[src/hw/rtl/ppse_ram.sv]
// Generic single-write, single-read RAM with registered read data.
module ppse_ram #(
  parameter int WIDTH = 32,
  parameter int DEPTH = 16,
  localparam int AW = (DEPTH > 1) ? $clog2(DEPTH) : 1
) (
  input  logic             clk,
  input  logic             we,
  input  logic [AW-1:0]    waddr,
  input  logic [WIDTH-1:0] wdata,
  input  logic             re,
  input  logic [AW-1:0]    raddr,
  output logic [WIDTH-1:0] rdata
);

  logic [WIDTH-1:0] mem [DEPTH];

  always_ff @(posedge clk) begin
    if (we) mem[waddr] <= wdata;
    if (re) rdata <= mem[raddr];
  end

endmodule

[config.mk]
export PLATFORM = sky130hd
export DESIGN_NAME = ppse_ram
export DESIGN_NICKNAME = d
export VERILOG_FILES = /design/src/hw/rtl/ppse_ram.sv
export SDC_FILE = /design/constraint.sdc
export NUM_CORES = 1
export LEC_CHECK = 0
export BUFFER_PORTS_ARGS = -buffer_cell sky130_fd_sc_hd__clkbuf_2
export CAP_MARGIN = 20
export CORE_MARGIN = 2
export CORE_UTILIZATION = 35
export DETAILED_ROUTE_END_ITERATION = 8
export PLACE_DENSITY_LB_ADDON = 0.15
export REMOVE_ABC_BUFFERS = 1
export SLEW_MARGIN = 20
export SYNTH_ARGS = -nofsm -noshare
export SYNTH_HDL_FRONTEND = slang
export SYNTH_SLANG_ARGS = --single-unit
[constraint.sdc]
create_clock -name clk -period 5.4 [get_ports clk]
set_input_delay 0.54 -clock clk [delete_from_list [all_inputs] [get_ports clk]]
set_output_delay 0.54 -clock clk [all_outputs]
set_load 0.02 [all_outputs]
==> reports/metrics.yaml <==
clocking:
  postCtsResizedCells: 0
  cts_htree_levels: 2
  clockBufferDepth: 3
  cts_root_buf: "clkbuf_16"
  clk_latency_ns: 0.61
  cts_setup_buffers: 0
  clock-sinks: 544
  cts_tree: "built"
  numCtsBuffers: 57
  cts_hold_buf: 0
  clk_pin_slew_ns: 0.06
pwr:
  ir_worst_vdd_uv: 232
  power_density_nw_per_um2: 379
  p_leak_nw: 7.36
global_route:
  grt_overflow: 0
  grt_usage_pct: 15.4
  grt_pass1_vias: 9552
  antenna_found_initial: 2
  grt_start_max_net_pins: 79
  grt_pass1_wl_um: 66000
sta:
  clock_skew_ns: 0.0118
  max_slew_margin_pct: 28.4
  tns_ns: 0
  period_share_pct: 42.3
  maxSlewViolCount: 0
  hold_violations: 0
  max_slew.worst_pin.slew_ns: 1.07
  rsz0062_at_grt: "false"
  setup_violations: 0
  fmax_mhz: 438
  period_needed_ns: 2.29
route:
  vias: 8924
  drtIter0Drc: 692
  wl_per_cell_um: 25.7
  drt_first_pass_iters: 4
  viasPerCell: 5.08
  post-route-drc-count: 0
  drt-total-wl_um: 45200
  final_antenna_net_count: 0
logic_synthesis:
  yosysTopAreaCellShare_pct: 81.0
  synth_cell_type_count: 17
  ys_seq_elements: 544
  netlist_top_cells_area: "edfxtp_1, mux4_2, a22oi_1"
  yosysMostFrequentCell: "edfxtp_1"
  yosysSeqAreaShare_pct: 81.0
  netlist_area_um2: 20200
  yosys.area.top_type: "edfxtp_1"
  synth_edf_count: 544
  synth_common_cells: "edfxtp_1, mux4_2, a22oi_1"
  postSynth.asyncResetShare_pct: 0
  yosys_warnings: 0
  syn_avg_cell_area_um2: 24.1
  synth-main-ff-cell: "edfxtp_1"
  postSynthCellCount: 838
worst_hold_path:
  hp-class: "input port to flip-flop"
  hp-start: "wdata[4]"
critical_path:
  required_ns: 5.75
  critPathKind: "input port to flip-flop"
  path_max_fanout: 71
  ff2ff_setup_slack_ns: 3.92
  setup.worst_path.start_class: "input port"
  crit_start: "raddr[0]"
  reg2reg_from: "mem[3][17]"
  cp.arrival_ns: 2.63
  crit_path_cell_trace: "clkbuf_8, buf_12, mux4_2, a22oi_1, nand2_1"
  cp_slowest_cell: "clkbuf_8"
  slowest_delay_ns: 0.68
  crit_path_end_kind: "flip-flop"
  crit_family: "buffers and inverters"
  path_buf_inv: 2
finish:
  synthToLayoutAreaGrowth_pct: 15.7
  drive_gt1_share_pct: 32.2
  nNetsFinal: 996
  num-fill-cells: 5005
  antenna_cells: 0
  finish.utilization_pct: 40.7
floorplanning:
  fp-row-count: 88
  start_util_pct: 35.2
  dieArea_um2: 59600
  die_x_um: 244
  die_h_um: 244
  core_area_um2: 57400
  io_pins: 75
placement:
  hpwl_um: 21500
  port_buffers: 74
  gp_congestion: 0.655
run_status:
  status: "completed"
job:
  drv_cap: 0
==> logic make-up (layout without fill, tap and decap cells) <==
group	count (synthesis)	count (layout)	share of synthesized area, %
buffers and inverters	43	198	1.10
DFF	544	544	81.0
muxes	128	128	14.3
AOI/OAI and AO/OA	64	64	2.38
and+or+nand+nor	59	59	1.25
==> path summary, 6_finish.rpt <==
path | to | cells after the start
max | rdata[9] | 5
min | mem[2][4] | 1
max reg2reg | rdata[17] | 3
min reg2reg | rdata[22] | 3
==> state kept, by name, indices dropped and copies added, names as in the netlist <==
signal,flops
mem,512
rdata,32
==> cell type report <==
| type | instances | area [um^2] | share of cell area (%) |
|---|---|---|---|
| Tap cell | 765 | 957 | 4.10 |
| Timing Repair Buffer | 99 | 598 | 2.56 |
| Multi-Input combinational cell | 251 | 3750 | 16.1 |
| Sequential cell | 544 | 16300 | 70.0 |
| Clock buffer | 74 | 1530 | 6.57 |
| Clock inverter | 25 | 168 | 0.718 |
==> per-layer routing <==
layer / part of all wire (%) / GRT usage (%)
met5: 0.046 / 0
met4: 1.7 / 4.30
met3: 3.9 / 2.56
met2: 48 / 24.6
met1: 46 / 21.8
==> power breakdown <==
part | internal [mW] | switching (mW)
registers | 4.76 | 0.0258
logic | 0.163 | 0.265
clock network | 2.07 | 1.55
==> placed cells by master (no fill, tap or decap), drive strengths merged <==
master and instances:
a22oi 64, and2 1, buf 26, bufinv 2, clkbuf 147, clkinv 21
edfxtp 544, inv 2, mux4 128, nand2 33, nand2b 2, nand3 1
nand3b 2, nor2 13, nor2b 2, nor3 4, or3b 1
==> per-stage QoR <==
| stage | worst slack (ns) | instances | hold WS (ns) | total power [mW] | area [um^2] |
|---|---|---|---|---|---|
| floorplan | 1.68 | 795 | 0.639 | 5.08 | 20000 |
| global placement | 2.41 | 1659 | 0.725 | 5.31 | 21600 |
| detailed placement | 2.40 | 1659 | 0.732 | 5.31 | 21600 |
| CTS | 3.07 | 1758 | 0.304 | 8.96 | 23300 |
| global route | 2.86 | 1758 | 0.351 | 9.14 | 23300 |
| finish | 3.11 | 1758 | 0.334 | 8.84 | 23300 |
No activity file was read; power rests on OpenSTA's default activity.
