### src/hw/rtl/ppse_pkg.sv
// Shared types, codes and arithmetic helpers of the spline evaluator.
package ppse_pkg;

  localparam int DATA_W           = 32;
  localparam int DEF_MAX_SEGMENTS = 16;
  localparam int DEF_POLY_DEGREE  = 5;
  localparam int DEF_FRAC_BITS    = 16;

  localparam logic       FUNC_LOAD = 1'b0;
  localparam logic       FUNC_EVAL = 1'b1;
  localparam logic [2:0] SEL_START = 3'd0;
  localparam logic [2:0] SEL_END   = 3'd1;
  localparam logic [2:0] SEL_COEF0 = 3'd2;

  typedef struct packed {
    logic              func;
    logic [3:0]        seg_index;
    logic [2:0]        word_select;
    logic signed [31:0] word_value;
    logic signed [31:0] query_time;
    logic [1:0]        derivative;
  } item_t;

  typedef struct packed {
    logic signed [31:0] value;
    logic              saturated;
    logic [3:0]        segment_used;
  } result_t;

  // Per-stage control that travels alongside the data.
  typedef struct packed {
    logic              valid;
    logic              func;
    logic              wr_ok;
    logic              zero;
    logic [3:0]        seg_index;
    logic [2:0]        word_select;
    logic signed [31:0] word_value;
    logic [1:0]        derivative;
  } ctl_t;

  // Clip to the 32-bit range; bit 32 of the result flags a clip.
  function automatic logic [32:0] sat_word(input logic signed [65:0] v);
    logic [32:0] r;
    if (v > 66'sh0_7FFF_FFFF) begin
      r = {1'b1, 32'h7FFF_FFFF};
    end else if (v < -66'sh0_8000_0000) begin
      r = {1'b1, 32'h8000_0000};
    end else begin
      r = {1'b0, v[31:0]};
    end
    return r;
  endfunction

  // Derivative weight k*(k-1)*...*(k-d+1).
  function automatic logic [7:0] weight(input int k, input logic [1:0] d);
    int w;
    w = 1;
    for (int j = 0; j < 3; j++) begin
      if (j < int'(d)) w = w * (k - j);
    end
    return 8'(w);
  endfunction

endpackage

### src/hw/rtl/ppse_ram.sv
// Generic single-write, single-read RAM with registered read data.
module ppse_ram #(
  parameter int WIDTH = 32,
  parameter int DEPTH = 16,
  localparam int AW = (DEPTH > 1) ? $clog2(DEPTH) : 1
) (
  input  logic             clk,
  input  logic             we,
  input  logic [AW-1:0]    waddr,
  input  logic [WIDTH-1:0] wdata,
  input  logic             re,
  input  logic [AW-1:0]    raddr,
  output logic [WIDTH-1:0] rdata
);

  logic [WIDTH-1:0] mem [DEPTH];

  always_ff @(posedge clk) begin
    if (we) mem[waddr] <= wdata;
    if (re) rdata <= mem[raddr];
  end

endmodule

### src/hw/rtl/ppse_horner_step.sv
// One weighted Horner step: fetch c_k, multiply, then shift, add and clip.
module ppse_horner_step
  import ppse_pkg::*;
#(
  parameter int MAX_SEGMENTS = DEF_MAX_SEGMENTS,
  parameter int FRAC_BITS    = DEF_FRAC_BITS,
  parameter int K            = 0,
  localparam int AW = (MAX_SEGMENTS > 1) ? $clog2(MAX_SEGMENTS) : 1
) (
  input  logic               clk,
  input  logic               rst,
  input  logic               adv,
  input  ctl_t               ctl_in,
  input  logic [AW-1:0]      hi_in,
  input  logic signed [31:0] dt_in,
  input  logic signed [31:0] acc_in,
  input  logic               sat_in,
  output ctl_t               ctl_out,
  output logic [AW-1:0]      hi_out,
  output logic signed [31:0] dt_out,
  output logic signed [31:0] acc_out,
  output logic               sat_out
);

  ctl_t               ctl1;
  logic [AW-1:0]      hi1;
  logic signed [31:0] dt1;
  logic signed [31:0] acc1;
  logic               sat1;
  logic signed [31:0] coef;

  ctl_t               ctl2;
  logic [AW-1:0]      hi2;
  logic signed [31:0] dt2;
  logic signed [31:0] acc2;
  logic               sat2;
  logic               act2;
  logic signed [63:0] prod2;
  logic signed [40:0] cw2;

  logic signed [63:0] prod_sh;
  logic signed [65:0] sum;
  logic [32:0]        clip;
  logic               ld;

  assign ld = adv && ctl_in.valid && (ctl_in.func == FUNC_LOAD) && ctl_in.wr_ok
              && ({1'b0, ctl_in.word_select} == 4'(int'(SEL_COEF0) + K));

  ppse_ram #(.WIDTH(32), .DEPTH(MAX_SEGMENTS)) u_coef (
    .clk(clk), .we(ld), .waddr(AW'(ctl_in.seg_index)), .wdata(ctl_in.word_value),
    .re(adv), .raddr(hi_in), .rdata(coef)
  );

  always_ff @(posedge clk) begin
    if (rst) begin
      ctl1 <= '0;
      ctl2 <= '0;
    end else if (adv) begin
      ctl1 <= ctl_in;
      ctl2 <= ctl1;
    end
  end

  always_ff @(posedge clk) begin
    if (adv) begin
      hi1   <= hi_in;
      dt1   <= dt_in;
      acc1  <= acc_in;
      sat1  <= sat_in;
      hi2   <= hi1;
      dt2   <= dt1;
      acc2  <= acc1;
      sat2  <= sat1;
      act2  <= (int'(ctl1.derivative) <= K);
      prod2 <= acc1 * dt1;
      cw2   <= coef * $signed({1'b0, weight(K, ctl1.derivative)});
    end
  end

  // Floor shift, add the weighted coefficient, clip.
  assign prod_sh = prod2 >>> FRAC_BITS;
  assign sum     = {{2{prod_sh[63]}}, prod_sh} + {{25{cw2[40]}}, cw2};
  assign clip    = sat_word(sum);

  assign ctl_out = ctl2;
  assign hi_out  = hi2;
  assign dt_out  = dt2;
  assign acc_out = act2 ? $signed(clip[31:0]) : acc2;
  assign sat_out = sat2 | (act2 & clip[32]);

endmodule

### config.mk
export PLATFORM = sky130hd
export DESIGN_NAME = ppse_horner_step
export DESIGN_NICKNAME = d
export VERILOG_FILES = /design/src/hw/rtl/ppse_pkg.sv /design/src/hw/rtl/ppse_ram.sv /design/src/hw/rtl/ppse_horner_step.sv
export SDC_FILE = /design/constraint.sdc
export NUM_CORES = 2
export LEC_CHECK = 0
export BUFFER_PORTS_ARGS = -buffer_cell sky130_fd_sc_hd__buf_4
export CAP_MARGIN = 40
export CORE_ASPECT_RATIO = 0.75
export CORE_UTILIZATION = 55
export DETAILED_ROUTE_END_ITERATION = 8
export GPL_TIMING_DRIVEN = 0
export PLACE_DENSITY_LB_ADDON = 0.3
export SLEW_MARGIN = 20
export SYNTH_ARGS = -nofsm -noshare
export SYNTH_HDL_FRONTEND = slang
export SYNTH_SLANG_ARGS = --single-unit
export TNS_END_PERCENT = 30
### constraint.sdc
create_clock -name clk -period 14.55 [get_ports clk]
set_input_delay 3.6375 -clock clk [delete_from_list [all_inputs] [get_ports clk]]
set_output_delay 3.6375 -clock clk [all_outputs]
set_load 0.005 [all_outputs]
==> summary.txt <==
status = complete, no violations
Die Y-Extent = 323.7 um
initial antenna violation count = 26
post-layout min period = 10.70 ns
total global-route track usage = 37.01%
dominant cell type by area after synthesis = fa_1
Synth top cells by count = fa_1 (1278), inv_1 (1214), edfxtp_1 (772), nand2_1 (601), and2_1 (505)
first-pass GRT wire length = 363400 um
gp weighted congestion = 1.061
Syn Area/Cell = 12.14 um2
vias in the first global route = 53.03k
First-pass DRT Iterations = 7
crit start category = register
FF+latch count, synth = 862
largest net degree at the start of global routing = 92
crit-path max FO = 10
Vias/cell = 5.749
WL final = 250700 um
die width = 431.0 um
post-route ant nets = 0
die area = 139500 um2
starting utilization of the core area = 55.70%
Area contributors post-synth = fa_1 (34%), edfxtp_1 (31%), inv_1 (6.0%)
hold_buf cts = 0
cts repair resizes = 0
ys flop type = edfxtp_1
post-synthesis sequential area ratio = 32.91%
CTS Buf Count = 83
total grt overflow = 0
GR Util met3 = 12.02%
Hold Crit Class = register to register
Post-synth EDFFs = 772
I/O Pins = 231
Placed Cells = 8683
# clock sinks = 862
CP Class = register to output port
final setup fails = 0
Final Instance Count excl. Fillers = 8871
Post-synth ARST share = 0%
WHS = 0.4204 ns
Worst EP required = 10.91 ns
root buffer cell = clkbuf_16
share of Yosys cell area claimed by the top area cell type = 33.70%
Most Crowded Layer GR = met1
Fin. Hold Viols = 0
WL per Instance = 28.26 um
DRT iter0 DRCs = 5768
Syn Inst Count = 6253
Max-slew headroom = 34.94%
total setup buffers inserted after CTS = 0
design area = 85750 um2
worst-margin pin slew = 0.9759 ns
post-route setup TNS = 0 ns
Layout Nets = 8649
core area = 136300 um2
RSZ-0062 raised after global routing = no
count of cell types in the netlist = 82
port bufs = 229
worst path arrival time = 7.06 ns
Max Buffers Root-to-Sink = 3
TritonCTS clock tree = yes
yosys warns = 0
period utilization = 73.51%
drt drc = 0
Slew Viols, Final = 0
M2 GR Usage = 52.85%
Clk Latency, worst-skew pair = 0.72 ns
crit end category = output port
layout cells sized above 1 = 10.48%
H-tree Lvls = 3
M1 GR Usage = 54.00%
HPWL after DPL = 201000 um
vias = 51.00k
CTS clk-pin slew, worst paths = 0.07 ns
netlist area before placement = 75910 um2
clk_skew = 0.05188 ns
row count = 117
DP Area = 82590 um2
Max Fclk = 0.09350 GHz
most common cell in the netlist = fa_1
max cap viols = 0
synthesis-to-finish area growth = 12.96%
==> final timing paths <==
path | startpoint | to | slack, ns | cells past startpoint
setup / recovery | prod2[16] | acc_out[23] | 3.85 | 16
hold / removal | hi1[3] | hi_out[3] | 0.42 | 0
setup reg to reg | acc1[16] | prod2[57] | 4.49 | 26
hold reg to reg | hi1[3] | hi_out[3] | 0.42 | 0
==> final cells by class <==
| class | count | area (um2) |
|---|---|---|
| fill | 10672 | 50540 |
| multi-input combinational | 4124 | 46270 |
| timing repair buffer | 380 | 3623 |
| clock inverter | 50 | 646.9 |
| buffer | 279 | 1097 |
| sequential | 862 | 24980 |
| clock buffer | 105 | 2230 |
| inverter | 1216 | 4564 |
| tap | 1844 | 2307 |
| antenna | 11 | 27.53 |
==> flip-flops by register name, summed over array words and instances, names as in the netlist <==
signal / count
hi_out: 4
dt_out: 32
u_coef.mem: 512
cw2: 41
acc1: 32
u_coef.rdata: 32
sat1: 1
hi1: 4
sat2: 1
prod2: 48
dt1: 32
acc2: 32
ctl_out: 45
act2: 1
ctl1: 45
==> through the flow <==
stage               worst slack (ns)  utilization [%]
detailed placement             4.679            60.60
global route                   3.697            62.90
CTS                            4.084            62.71
global placement               1.341            59.28
floorplan                      6.569                -
finish                         3.854            62.92
==> cells by family (layout without fill, tap and decap cells) <==
kind of cell,Yosys count,count (layout),share of synthesized area (%)
compound gates,406,406,3.666
xor+xnor,125,125,1.442
mux,251,251,5.947
other cells,2,241,0.009893
simple gates,1526,1526,9.816
buf+inv,1495,2030,7.426
flops,862,862,32.91
fa+ha+maj,1586,1586,38.78
==> layout by cell type, fill, tap and decap left out, types with 83 or more instances in the layout <==
| cell | n |
|---|---|
| ha_1 | 308 |
| and2_1 | 505 |
| mux4_2 | 160 |
| buf_4 | 244 |
| edfxtp_1 | 772 |
| conb_1 | 230 |
| xnor2_1 | 92 |
| mux2i_1 | 91 |
| clkbuf_1 | 247 |
| buf_6 | 98 |
| nor2_1 | 217 |
| inv_1 | 1214 |
| nand2_1 | 601 |
| fa_1 | 1277 |
| dfxtp_1 | 90 |
| a21oi_1 | 120 |
| clkbuf_16 | 83 |
==> routing by layer <==
layer | wire length (um) | part of all wire [%]
met5 | 22 | 0.0088
met4 | 8644 | 3.4
met3 | 32650 | 13
met2 | 105400 | 42
met1 | 104000 | 41
==> critical path: stages, from the launching register on <==
cell and delay (ns):
edfxtp_1 0.43, ha_1 0.26, fa_1 0.45, a211oi_1 0.41, o211ai_1 0.24, a221oi_2 0.57, o31ai_1 0.22, a21oi_1 0.55
o211ai_1 0.19, o311ai_0 0.22, o2111ai_1 0.24, nor4_1 0.41, nand4_1 0.30, o41ai_4 0.82, buf_2 0.39, a311o_1 0.45
buf_4 0.18
Power is left out: the tool's default activity adds up to more than one toggle a clock period on the data nets, which glitch-free logic cannot reach.
