File: config.mk
export PLATFORM = sky130hd
export DESIGN_NAME = ppse_search_step
export DESIGN_NICKNAME = d
export VERILOG_FILES = /design/src/hw/rtl/ppse_pkg.sv /design/src/hw/rtl/ppse_ram.sv /design/src/hw/rtl/ppse_search_step.sv
export SDC_FILE = /design/constraint.sdc
export NUM_CORES = 1
export LEC_CHECK = 0
export ABC_AREA = 1
export CAP_MARGIN = 20
export CORE_ASPECT_RATIO = 1.4
export CORE_MARGIN = 1
export CORE_UTILIZATION = 57
export DETAILED_ROUTE_END_ITERATION = 16
export DONT_BUFFER_PORTS = 1
export PLACE_DENSITY = 0.73
export SLEW_MARGIN = 20
export SYNTH_ARGS = -nofsm -noshare
export SYNTH_HDL_FRONTEND = slang
export SYNTH_SLANG_ARGS = --single-unit
File: constraint.sdc
create_clock -name clk -period 4.4 [get_ports clk]
set_input_delay 0.88 -clock clk [delete_from_list [all_inputs] [get_ports clk]]
set_output_delay 0.88 -clock clk [all_outputs]
set_load 0.02 [all_outputs]
File: src/hw/rtl/ppse_pkg.sv
// Shared types, codes and arithmetic helpers of the spline evaluator.
package ppse_pkg;

  localparam int DATA_W           = 32;
  localparam int DEF_MAX_SEGMENTS = 16;
  localparam int DEF_POLY_DEGREE  = 5;
  localparam int DEF_FRAC_BITS    = 16;

  localparam logic       FUNC_LOAD = 1'b0;
  localparam logic       FUNC_EVAL = 1'b1;
  localparam logic [2:0] SEL_START = 3'd0;
  localparam logic [2:0] SEL_END   = 3'd1;
  localparam logic [2:0] SEL_COEF0 = 3'd2;

  typedef struct packed {
    logic              func;
    logic [3:0]        seg_index;
    logic [2:0]        word_select;
    logic signed [31:0] word_value;
    logic signed [31:0] query_time;
    logic [1:0]        derivative;
  } item_t;

  typedef struct packed {
    logic signed [31:0] value;
    logic              saturated;
    logic [3:0]        segment_used;
  } result_t;

  // Per-stage control that travels alongside the data.
  typedef struct packed {
    logic              valid;
    logic              func;
    logic              wr_ok;
    logic              zero;
    logic [3:0]        seg_index;
    logic [2:0]        word_select;
    logic signed [31:0] word_value;
    logic [1:0]        derivative;
  } ctl_t;

  // Clip to the 32-bit range; bit 32 of the result flags a clip.
  function automatic logic [32:0] sat_word(input logic signed [65:0] v);
    logic [32:0] r;
    if (v > 66'sh0_7FFF_FFFF) begin
      r = {1'b1, 32'h7FFF_FFFF};
    end else if (v < -66'sh0_8000_0000) begin
      r = {1'b1, 32'h8000_0000};
    end else begin
      r = {1'b0, v[31:0]};
    end
    return r;
  endfunction

  // Derivative weight k*(k-1)*...*(k-d+1).
  function automatic logic [7:0] weight(input int k, input logic [1:0] d);
    int w;
    w = 1;
    for (int j = 0; j < 3; j++) begin
      if (j < int'(d)) w = w * (k - j);
    end
    return 8'(w);
  endfunction

endpackage

File: src/hw/rtl/ppse_ram.sv
// Generic single-write, single-read RAM with registered read data.
module ppse_ram #(
  parameter int WIDTH = 32,
  parameter int DEPTH = 16,
  localparam int AW = (DEPTH > 1) ? $clog2(DEPTH) : 1
) (
  input  logic             clk,
  input  logic             we,
  input  logic [AW-1:0]    waddr,
  input  logic [WIDTH-1:0] wdata,
  input  logic             re,
  input  logic [AW-1:0]    raddr,
  output logic [WIDTH-1:0] rdata
);

  logic [WIDTH-1:0] mem [DEPTH];

  always_ff @(posedge clk) begin
    if (we) mem[waddr] <= wdata;
    if (re) rdata <= mem[raddr];
  end

endmodule

File: src/hw/rtl/ppse_search_step.sv
// One binary-search step: fetch bounds of the middle segment, then narrow.
module ppse_search_step
  import ppse_pkg::*;
#(
  parameter int MAX_SEGMENTS = DEF_MAX_SEGMENTS,
  localparam int AW = (MAX_SEGMENTS > 1) ? $clog2(MAX_SEGMENTS) : 1
) (
  input  logic               clk,
  input  logic               rst,
  input  logic               adv,
  input  ctl_t               ctl_in,
  input  logic signed [31:0] t_in,
  input  logic [AW-1:0]      lo_in,
  input  logic [AW-1:0]      hi_in,
  output ctl_t               ctl_out,
  output logic signed [31:0] t_out,
  output logic [AW-1:0]      lo_out,
  output logic [AW-1:0]      hi_out
);

  ctl_t               ctl;
  logic signed [31:0] t;
  logic [AW-1:0]      lo;
  logic [AW-1:0]      hi;
  logic [AW-1:0]      mid_in;
  logic [AW-1:0]      mid;
  logic signed [31:0] seg_st;
  logic signed [31:0] seg_en;
  logic               ld;

  assign mid_in = AW'(({1'b0, lo_in} + {1'b0, hi_in}) >> 1);
  assign ld = adv && ctl_in.valid && (ctl_in.func == FUNC_LOAD) && ctl_in.wr_ok;

  ppse_ram #(.WIDTH(32), .DEPTH(MAX_SEGMENTS)) u_start (
    .clk(clk), .we(ld && (ctl_in.word_select == SEL_START)),
    .waddr(AW'(ctl_in.seg_index)), .wdata(ctl_in.word_value),
    .re(adv), .raddr(mid_in), .rdata(seg_st)
  );

  ppse_ram #(.WIDTH(32), .DEPTH(MAX_SEGMENTS)) u_end (
    .clk(clk), .we(ld && (ctl_in.word_select == SEL_END)),
    .waddr(AW'(ctl_in.seg_index)), .wdata(ctl_in.word_value),
    .re(adv), .raddr(mid_in), .rdata(seg_en)
  );

  always_ff @(posedge clk) begin
    if (rst) begin
      ctl <= '0;
    end else if (adv) begin
      ctl <= ctl_in;
    end
  end

  always_ff @(posedge clk) begin
    if (adv) begin
      t  <= t_in;
      lo <= lo_in;
      hi <= hi_in;
    end
  end

  assign mid = AW'(({1'b0, lo} + {1'b0, hi}) >> 1);

  // Narrow the interval; a settled interval holds.
  always_comb begin
    lo_out = lo;
    hi_out = hi;
    if (lo != hi) begin
      if (t < seg_st) begin
        hi_out = (mid > lo) ? mid - AW'(1) : lo;
      end else if (t > seg_en) begin
        lo_out = mid + AW'(1);
      end else begin
        lo_out = mid;
        hi_out = mid;
      end
    end
  end

  assign ctl_out = ctl;
  assign t_out   = t;

endmodule

==> flow_summary.yaml <==
worst_setup_path:
  reg2regPathDepth: 6
  crit_start: "lo[3]$_DFFE_PP_"
  cp.arrival_ns: 3.37
  critPathMaxFanout: 8
  cp-end-kind: "output pin"
  worstReg2RegEnd: "u_start.rdata[18]$_DFFE_PP_"
  reg2reg_from: "u_start.mem[9][18]$_DFFE_PP_"
  path_class: "flop to output pin"
  r2r_setup_slack_ns: 2.85
  crit_path_start_kind: "flop"
  required_ns: 3.52
layout:
  drive_above_1_share: 0.0820
  nNetsFinal: 4136
  areaGrowthSynthToFinish_pct: 11.7
die:
  start_util: 0.576
  die_w_um: 249
  fp-row-count: 126
  num_io_pins: 173
  core_region_area_um2: 84300
  die-area_um2: 86400
  die_h_um: 347
detailed_routing:
  wl_per_cell_um: 24.0
  wl_mm: 124
  vias_per_cell: 5.92
  drc: 0
  ant_nets: 0
  drtIter0Drc: 3242
  drt_first_pass_iters: 6
  vias: 30500
yosys:
  syn-mean-instance-area_um2: 12.3
  synth_adder_area_share: 0.0204
  ys.flop_type: "edfxtp_1"
  synth_simple_gate_area_share: 0.128
  ys_ff_latch: 1173
  async_reset_ff_frac: 0
  seq_area_frac_synth: 0.716
  synth_nets: 4123
  synth_compound_area_frac: 0.0709
  synth_top_family_by_area: "simple AND/OR/NAND/NOR gates"
  synthMuxAreaShare: 0.0264
  yosys_warnings: 0
  ys_types: 41
  syn_area_um2: 48600
  synth_xor_area_frac: 0.00121
  netlist_instances: 3957
  synth-edff-count: 1128
sta:
  fin_crit_sh: 0.966
  clock_skew_ns: 0.0231
  fin_crit_ns: 4.25
  worst_pin_slew_ns: 1.10
  layout_setup_ws_ns: 0.150
  slew_headroom: 0.259
  hold_viol: 0
  rsz0062_at_grt: "true"
  max_freq_mhz: 235
  setup_viol: 0
  slew_violations: 0
cts:
  cts_buffer_depth: 3
  htree_levels: 3
  clock_sinks: 1173
  cts_buffers: 106
  clk_latency_ns: 0.68
  root_buffer: "clkbuf_16"
  cts.clk_slew.worst_paths_ns: 0.07
  cts_tree: "built"
place:
  io_buffers: 0
  pre_cts_ws_ns: 0.612
  gp_routability_congestion: 0.853
  hpwl_mm: 72.1
power:
  power.leakage_nw: 20.5
  ir_drop_mv: 0.332
  powerDensity_nw_per_um2: 470
  power.total_mw: 25.5
worst_hold_path:
  whs_endpoint: "ctl_out[42]$_SDFFE_PP0P_"
  min-delay-start: "rst"
  hold_path_depth: 1
  hp-class: "input port to flop"
grt:
  grt_max_degree: 158
  grt_pass1_wl_mm: 181
  grt_overflow: 0
  grt_pass1_vias: 29400
  antenna_found_initial: 4
  track_usage: 0.286
outcome:
  outcome: "finished, final reports clean"
job:
  cap_violations: 0
-- state kept, by name (all words and copies together), names as in the netlist --
register and count:
lo 4, t_out 32, hi 4, u_start.mem 512
u_end.mem 512, u_end.rdata 32, ctl_out 45, u_start.rdata 32
-- worst max-delay path: stages, from the launching register on --
cell and delay, ns:
edfxtp_1 0.46, ha_1 0.40, nor4_1 0.95, inv_1 0.34
nand2_2 0.26, o21a_1 0.28
-- layout by cell type (no fill, tap or decap), drive strengths merged, types with 59 or more instances in the layout --
master	synthesis	routed
mux2i	128	128
clkbuf	94	129
ha	76	76
a21oi	168	168
o21ai	183	183
edfxtp	1128	1128
buf	118	117
nand3b	63	63
o311ai	59	59
o211ai	128	128
inv	234	241
nand2	1329	1329
nor2	132	132
-- worst max-delay path by stage --
stage / endpoint / slack, ns
4_1_cts: hi_out[2] / 0.03
6_report: lo_out[0] / 0.15
5_1_grt: lo_out[1] / -0.02
3_3_place_gp: u_end.rdata[0]$_DFFE_PP_ / 0.67
3_5_place_dp: u_start.rdata[8]$_DFFE_PP_ / 0.61
2_1_floorplan: u_end.mem[10][0]$_DFFE_PP_ / 0.79
-- cell families (layout without fill, tap and decap cells) --
| logic type | count (synthesis) | count (layout) |
|---|---|---|
| AND/OR/NAND/NOR | 1565 | 1565 |
| flip-flops | 1173 | 1173 |
| multiplexers | 128 | 128 |
| AO/OA/AOI/OAI | 562 | 562 |
| adder cells (fa/ha/maj) | 78 | 78 |
| buffers and inverters | 446 | 549 |
| XOR/XNOR | 5 | 5 |
| other | 0 | 2 |
-- cell type report --
type	instances	area [um^2]
tap	1088	1360
inverter	234	886
clock inverter	69	679
timing repair buffer	117	1350
sequential	1173	34800
multi-input combinational	2338	12300
clock buffer	129	2880
fill	5850	30100
antenna	2	5.00
-- per-stage QoR --
stage               cell area [um^2]  utilization  hold slack (ns)  setup TNS [ns]  instances
floorplan                      48600            -            0.535               0       3957
global placement               50600        0.600            0.549               0       4949
detailed placement             50600        0.600            0.554               0       4949
CTS                            54200        0.642            0.233               0       5147
global route                   54200        0.643            0.248         -0.0502       5148
finish                         54200        0.643            0.265               0       5150
-- Yosys cell counts, types with 2 or more instances --
| cell | n | share of area |
|---|---|---|
| dfxtp_1 | 45 | 0.019 |
| a32o_1 | 3 | 0.00062 |
| o21bai_1 | 2 | 0.00031 |
| nor3_1 | 3 | 0.00031 |
| ha_1 | 76 | 0.020 |
| buf_1 | 6 | 0.00046 |
| fa_1 | 2 | 0.00082 |
| mux2i_1 | 128 | 0.026 |
| nand3_1 | 25 | 0.0026 |
| a21o_1 | 2 | 0.00031 |
| nand3b_1 | 63 | 0.0097 |
| a21oi_1 | 168 | 0.017 |
| inv_1 | 234 | 0.018 |
| a211oi_1 | 3 | 0.00046 |
| nand4_1 | 9 | 0.0012 |
| o21ai_1 | 26 | 0.0027 |
| clkbuf_1 | 94 | 0.0073 |
| edfxtp_1 | 1128 | 0.70 |
| o311ai_1 | 27 | 0.0049 |
| nor2_1 | 132 | 0.010 |
| nand2_1 | 1328 | 0.10 |
| buf_2 | 109 | 0.011 |
| a211o_1 | 3 | 0.00054 |
| buf_4 | 3 | 0.00046 |
| xnor2_1 | 3 | 0.00054 |
| o21a_1 | 7 | 0.0011 |
| o21ai_0 | 156 | 0.016 |
| o211ai_1 | 128 | 0.020 |
| o311ai_0 | 32 | 0.0058 |
-- layer usage --
layer  vias up  part of all wire  GRT usage
met2      1443              0.50      0.486
met1     14900              0.38      0.365
met3       273             0.082     0.0440
li1      13900                 -          -
met4         4             0.042      0.130
met5         -           0.00018          0
-- report_power, final --
part,switching (mW),internal [mW]
sequential,0.200,12.5
combinational,2.23,1.16
clock,4.03,5.38
total,6.46,19.0
-- repair_timing --
| item | 4_1_cts | 5_1_grt |
|---|---|---|
| endpoints found under the setup margin | 5 | 8 |
| cloned | 0 | 0 |
| buffers inserted | 0 | 1 |
| gates resized for setup | 4 | 9 |
| hold buffers | 0 | 0 |
| pin swaps | 0 | 3 |
Note: power is estimated with default switching activity, not from simulation.
